**config.mk**
```make
export PLATFORM = sky130hd
export DESIGN_NAME = drtm_lane_row
export DESIGN_NICKNAME = d
export VERILOG_FILES = /design/src/hw/rtl/drtm_pkg.sv /design/src/hw/rtl/drtm_cell.sv /design/src/hw/rtl/drtm_lane_row.sv
export SDC_FILE = /design/constraint.sdc
export NUM_CORES = 2
export LEC_CHECK = 0
export ABC_AREA = 1
export BUFFER_PORTS_ARGS = -buffer_cell sky130_fd_sc_hd__buf_2
export CAP_MARGIN = 20
export CORE_MARGIN = 3
export CORE_UTILIZATION = 50
export CTS_BUF_LIST = sky130_fd_sc_hd__clkbuf_4
export DETAILED_ROUTE_END_ITERATION = 6
export PLACE_DENSITY_LB_ADDON = 0.08
export SYNTH_ARGS = -nofsm -noshare
export SYNTH_HDL_FRONTEND = slang
export SYNTH_SLANG_ARGS = --single-unit
```
**constraint.sdc**
```tcl
create_clock -name clk -period 6.5 [get_ports clk]
set_input_delay 0.65 -clock clk [delete_from_list [all_inputs] [get_ports clk]]
set_output_delay 0.65 -clock clk [all_outputs]
set_load 0.005 [all_outputs]
```
**src/hw/rtl/drtm_pkg.sv**
```systemverilog
// ----------------------------------------------------------------------------
// drtm_pkg
// Shared types and constants of the descriptor ratio-test matcher.
// ----------------------------------------------------------------------------
package drtm_pkg;

  localparam int RefDepth  = 512;
  localparam int DescLen   = 128;
  localparam int Lanes     = 8;
  localparam int Words     = (DescLen + Lanes - 1) / Lanes;
  localparam int WordW     = $clog2(Words);
  localparam int RefW      = $clog2(RefDepth);
  localparam int CountW    = $clog2(RefDepth + 1);
  localparam int MemDepth  = RefDepth * Words;
  localparam int MemAw     = $clog2(MemDepth);
  localparam int DistW     = 23;
  localparam int SqW       = 16;
  localparam int LaneSumW  = SqW + $clog2(Lanes) + 1;

  localparam logic [DistW-1:0] DistMax  = '1;
  localparam logic [15:0]      MatchMax = '1;
  localparam logic [15:0]      RatioRst = 16'd41943;

  typedef enum logic [1:0] {
    OP_LOAD  = 2'd0,
    OP_QUERY = 2'd1,
    OP_CLEAR = 2'd2,
    OP_NONE  = 2'd3
  } op_t;

  // Lane row input: reference and query words plus valid and last strobes.
  typedef struct packed {
    logic            valid;
    logic            last;
    logic [Lanes*8-1:0] ref_word;
    logic [Lanes*8-1:0] qry_word;
  } cell_in_t;

  // Word sum leaving the lane row toward the accumulator.
  typedef struct packed {
    logic                valid;
    logic                last;
    logic [LaneSumW-1:0] sum;
  } word_sum_t;

endpackage

```
**src/hw/rtl/drtm_cell.sv**
```systemverilog
// ----------------------------------------------------------------------------
// drtm_cell
// One lane cell: squares a byte difference and adds it to the partial sum
// handed in by its left neighbor, registering the result for the next cell.
// ----------------------------------------------------------------------------
module drtm_cell (
  input  logic                               clk,
  input  logic [7:0]                         ref_byte,
  input  logic [7:0]                         qry_byte,
  input  logic [drtm_pkg::LaneSumW-1:0]      sum_in,
  output logic [drtm_pkg::LaneSumW-1:0]      sum_out
);

  logic [8:0]                    diff;
  logic [7:0]                    mag;
  logic [drtm_pkg::SqW-1:0]      sq;

  always_comb begin
    diff = {1'b0, qry_byte} - {1'b0, ref_byte};
    mag  = diff[8] ? 8'(-diff) : diff[7:0];
    sq   = drtm_pkg::SqW'(mag) * drtm_pkg::SqW'(mag);
  end

  always_ff @(posedge clk) begin
    sum_out <= sum_in + drtm_pkg::LaneSumW'(sq);
  end

endmodule

```
**src/hw/rtl/drtm_lane_row.sv**
```systemverilog
// ----------------------------------------------------------------------------
// drtm_lane_row
// Chain of lane cells. Operands enter skewed so that each cell sees its bytes
// as its left neighbor's partial sum arrives; the partial sum ripples down the row.
// ----------------------------------------------------------------------------
module drtm_lane_row (
  input  logic                 clk,
  input  logic                 rst,
  input  drtm_pkg::cell_in_t   word_in,
  output drtm_pkg::word_sum_t  sum_out
);

  localparam int L = drtm_pkg::Lanes;

  // Skew registers: delay line of operand bytes per lane.
  logic [7:0] ref_skew [L][L];
  logic [7:0] qry_skew [L][L];
  logic [drtm_pkg::LaneSumW-1:0] chain [L+1];
  logic [L-1:0] vld_pipe;
  logic [L-1:0] last_pipe;

  assign chain[0] = '0;

  for (genvar k = 0; k < L; k++) begin : g_lane
    always_ff @(posedge clk) begin
      ref_skew[k][0] <= word_in.ref_word[k*8 +: 8];
      qry_skew[k][0] <= word_in.qry_word[k*8 +: 8];
    end
    for (genvar s = 1; s < L; s++) begin : g_skew
      always_ff @(posedge clk) begin
        ref_skew[k][s] <= ref_skew[k][s-1];
        qry_skew[k][s] <= qry_skew[k][s-1];
      end
    end
    drtm_cell u_cell (
      .clk      (clk),
      .ref_byte (ref_skew[k][k]),
      .qry_byte (qry_skew[k][k]),
      .sum_in   (chain[k]),
      .sum_out  (chain[k+1])
    );
  end

  always_ff @(posedge clk) begin
    if (rst) begin
      vld_pipe  <= '0;
      last_pipe <= '0;
    end else begin
      vld_pipe  <= L'({vld_pipe, word_in.valid});
      last_pipe <= L'({last_pipe, word_in.last});
    end
  end

  // Cell k's output is registered once more than its skew, so the sum of
  // the final cell lines up with bit L-1 once it is registered into vld_out.
  logic vld_out, last_out;
  always_ff @(posedge clk) begin
    if (rst) begin
      vld_out  <= 1'b0;
      last_out <= 1'b0;
    end else begin
      vld_out  <= vld_pipe[L-1];
      last_out <= last_pipe[L-1];
    end
  end

  assign sum_out = '{valid: vld_out, last: last_out, sum: chain[L]};

endmodule

```
After elaboration in Yosys (flattened, before gate mapping)
Memories as Yosys holds them, arrays and structs flattened.
Index checks and enable logic that the tools add are counted.
W data, S select, Z words.
Word-level totals
  register bits: 174
  RAM bits: 1024
  input bits: 132
  output and inout port bits: 22
  logic and storage cells: 53
  memories kept: 2
Memory list
  qry_skew: words 8, bits a word 64, rd ports 8, clocked after Yosys merged registers in 0, write ports 8, RTL line drtm_lane_row.sv:17  | logic [7:0] qry_skew [L][L];
  ref_skew: words 8, bits a word 64, rd ports 8, clocked after Yosys merged registers in 0, write ports 8, RTL line drtm_lane_row.sv:16  | logic [7:0] ref_skew [L][L];
Cells by class
  $add $sub $neg: 23
  $mul: 8
  mux-type cells: 8
Operator list (count)
  $mul A8 B8 Y16: 8
  $add A20 B16 Y20: 6
  $sub A8 B8 Y9: 8
  $mux W8: 8
  $neg A8 Y8: 8
  $add A16 B16 Y17: 1

Depth between registers and ports, before layout
An unclocked memory read counts as a cell.
  word-level depth: 6
  mapped depth: 36
  mapped depth without buffers: 36

Modules after synthesis
A second synthesis with hierarchy kept.
Unflattened totals
  cells, all modules: 4227
  area, all modules: 39980.8 µm²
Modules (own cells, without submodules)
  drtm_cell (g_lane[0].u_cell ...): times used 4, cells an instance 455, area an instance 3543.4 µm², seq. area each 400.4 µm²
  drtm_lane_row: times used 1, cells an instance 635, area an instance 12071.6 µm², seq. area each 11891.4 µm²
  drtm_cell (g_lane[4].u_cell ...): times used 2, cells an instance 443, area an instance 3459.6 µm², seq. area each 400.4 µm²
  drtm_cell (g_lane[7].u_cell): times used 1, cells an instance 439, area an instance 3427.0 µm², seq. area each 400.4 µm²
  drtm_cell (g_lane[6].u_cell): times used 1, cells an instance 447, area an instance 3389.5 µm², seq. area each 400.4 µm²

Worst setup path before layout
Ideal clock, no wire load.
  path type: flip-flop to flip-flop
  from: mem qry_skew[1][24] (netlist name)
  to: reg g_lane[4].u_cell.sum_out[13] (netlist name)
  library setup time: 0.119 ns
  arrival time: 5.338 ns
  required time: 6.381 ns
  path slack: 1.044 ns
  cell stages (with the launch flop): 30
  path buffers: 0
  period minus slack after synthesis: 5.456 ns
  path through: dfxtp_1 > inv_1 > ha_1 > inv_1 > fa_1 > inv_1 > ha_1 > inv_1 > nor2_2 > nand3_1 > nor2_1 > nand2_1 > nand2_1 > nand2_1 > nand2_2 > nand2_1 > fa_1 > inv_1 > fa_1 > fa_1 > inv_1 > fa_1 > inv_1 > ha_1 > nand2_1 > o21ai_0 > a21oi_1 > o21ai_0 > a31oi_1 > xnor2_1
RTL lines
  from (decl): RTL line drtm_lane_row.sv:17
  to (signal assigned): RTL line drtm_cell.sv:25  | sum_out <= sum_in + drtm_pkg::LaneSumW'(sq);
  to (decl): RTL line drtm_cell.sv:11  | output logic [drtm_pkg::LaneSumW-1:0] sum_out

==> flow_summary.toml <==
[critical_path]
end_kind = "register"
worstPathArrival_ns = 6.81
required_ns = 7.35
cpMostUsedCell = "inv_1"
r2r-end = "g_lane[2].u_cell.sum_out[12]"
ff2ff_path_depth = 27
rrSetupSlack_ns = 0.54
path_buf_inv = 6
crit_fanout = 12
max_stage_delay_ns = 0.58
crit_family = "adder cells"
rr_startpoint = "qry_skew[0][168]"
worstSetupPathType = "register to register"
start_kind = "register"
crit_slowest_cell = "fa_1"

[synth]
synth_edf_count = 0
synthFlopType = "dfxtp_1"
syn_avg_cell_area_sq_um = 9.59
ys_warn_count = 0
synth.distinct_cells = 57
synthesis.area_sq_mm = 0.0375
synthArstFlopShare = 0
syn_inst = 3916
ys_seq_area_frac = 0.397
synth_seq_cells = 745

[timing]
fin_crit_sh = 0.917
fin_skew_ns = 0.0626
setup_viol = 0
worst_slew_pin_slew_ns = 0.664
max_slew_margin = 0.553
fin_ws_ns = 0.542
tns_ns = 0
rsz0062_at_grt = "no"
hold_violations = 0
fmax_mhz = 168
min_period_ns = 5.96
slew_violations = 0

[cts]
clockBufferDepth = 3
clk_pin_slew_ns = 0.06
cts_buffers = 186
numClockSinks = 745
htree_levels = 4
clk_latency_ns = 1.01
cts_root_buf = "clkbuf_4"
cts_tree = "built"

[worst_hold_path]
hold_start = "word_in[101]"
hp-class = "input pin to register"
hold-path-cell-count = 2
hold_end = "ref_skew[1][61]"

[grt]
grt_pass1_vias = 25318
grt_max_degree = 19
antenna_found_initial = 2
grt_usage = 0.178
grt_pass1_wl_um = 115000
gr-total-overflow = 0

[cells_and_area]
syn2layout_area_growth_pct = 14.6
layout_common_cells = "895 x inv_1, 745 x dfxtp_1, 516 x nand2_1"
drive_gt1_frac = 0.137
final_common_cell = "inv_1"
n_fill_cell = 6685
num-nets-final = 5177

[detailed_routing]
post_drt_wl_per_cell_um = 12.1
drc = 0
vias = 24789
viasPerCell = 4.54
finalWirelength_um = 66000
dr.first_iter.drc_count = 826
firstDrtPassIters = 6
drtAntennaViolNets = 0

[floorplan]
ioPinCount = 154
start_util = 0.509
num_rows = 99
die_width_um = 280
dieArea_sq_mm = 0.0784
core_sq_mm = 0.0737
die_y_um = 280

[status]
status = "finished clean"

[job]
max_cap_viol_count = 0

[place]
port_buffers = 153
dp_hpwl_um = 52000
gp_congestion = 0.853
dp_slack_ns = 0.544
routing by layer:
metal  global-route usage  up-vias  wire length, um
li1                     -    12898                -
met3               0.0357      104             2170
met2                0.320      305            33500
met4               0.0646        0             1390
met1                0.211    11482            28900
met5                    0        -                0
synthesized netlist by cell type (5+ instances only):
library cell  number  share of area
inv_1            895          0.089
dfxtp_1          745           0.40
nand2_1          516          0.052
ha_1             379           0.13
fa_1             300           0.16
nor2_1           242          0.024
a21oi_1          132          0.018
nand3_1          131          0.017
xor2_1           100          0.023
o21ai_0           67         0.0089
xnor2_1           54          0.013
nand2_2           49         0.0082
inv_2             37         0.0037
nand4_1           29         0.0048
buf_4             22         0.0044
o21bai_1          18         0.0036
nand3_2           15         0.0040
o21ai_2           15         0.0035
nor3_1            14         0.0019
a31oi_1           12         0.0020
nand2_4           12         0.0036
nor2_2            11         0.0018
o21ai_1           11         0.0015
o21a_1            10         0.0020
a21o_1             9         0.0018
nand3b_1           8         0.0016
nor2_4             8         0.0024
a21oi_2            7         0.0016
inv_4              6         0.0010
xnor2_2            6         0.0026
xor2_2             5         0.0022
registers in the layout, indices dropped and copies added (netlist names):
| name | cells |
|---|---|
| vld_out | 1 |
| g_lane.u_cell.sum_out | 151 |
| ref_skew | 288 |
| last_out | 1 |
| last_pipe | 8 |
| vld_pipe | 8 |
| qry_skew | 288 |
through the flow:
stage	instance area (sq um)	hold WS [ns]	instances	utilization
final	43000	0.271	5461	0.584
after CTS	43000	0.101	5452	0.583
after global placement	39300	0.310	5001	0.533
after detailed placement	39300	0.312	5001	0.533
after floorplan	37500	0.310	3917	-
after global routing	43000	0.141	5461	0.584
kinds of logic (layout without fill, tap and decap cells):
family	count (synthesis)	after routing	synth area share
fa+ha+maj	679	679	0.286
xor+xnor	170	170	0.0444
other cells	1	8	0.0000999
buf+inv	968	1547	0.0998
compound gates	304	304	0.0479
simple gates	1049	1049	0.124
flops	745	745	0.397
timing repair:
item / in CTS / in global routing
hold buffers: 133 / 0
hold endpoints to repair: 146 / 0
gates resized for setup: 0 / 2
buffers inserted: 0 / 3
endpoints found under the setup margin: 0 / 3
worst max path at each step:
stage               cells past startpoint                           end  slack [ns]             start
CTS                                    29  g_lane[1].u_cell.sum_out[14]        0.50  qry_skew[0][112]
finish                                 27  g_lane[2].u_cell.sum_out[12]        0.54  qry_skew[0][168]
global placement                       26  g_lane[7].u_cell.sum_out[13]        0.58  qry_skew[1][192]
detailed placement                     27  g_lane[2].u_cell.sum_out[13]        0.54  qry_skew[0][168]
global route                           27  g_lane[2].u_cell.sum_out[13]        0.04  qry_skew[0][168]
floorplan                              29  g_lane[4].u_cell.sum_out[13]        1.04   qry_skew[1][24]
area by class of cell:
type | instances | area (sq um) | area share
sequential | 745 | 14900 | 0.347
multi-input combinational | 2204 | 18900 | 0.439
antenna | 6 | 15.0 | 0.000349
clock inverter | 71 | 487 | 0.0113
tap | 959 | 1200 | 0.0279
inverter | 939 | 3540 | 0.0823
timing repair buffer | 290 | 2130 | 0.0494
clock buffer | 247 | 1850 | 0.0431
Power is left out: the tool's default activity adds up to more than one toggle a clock period on the data nets, which glitch-free logic cannot reach.
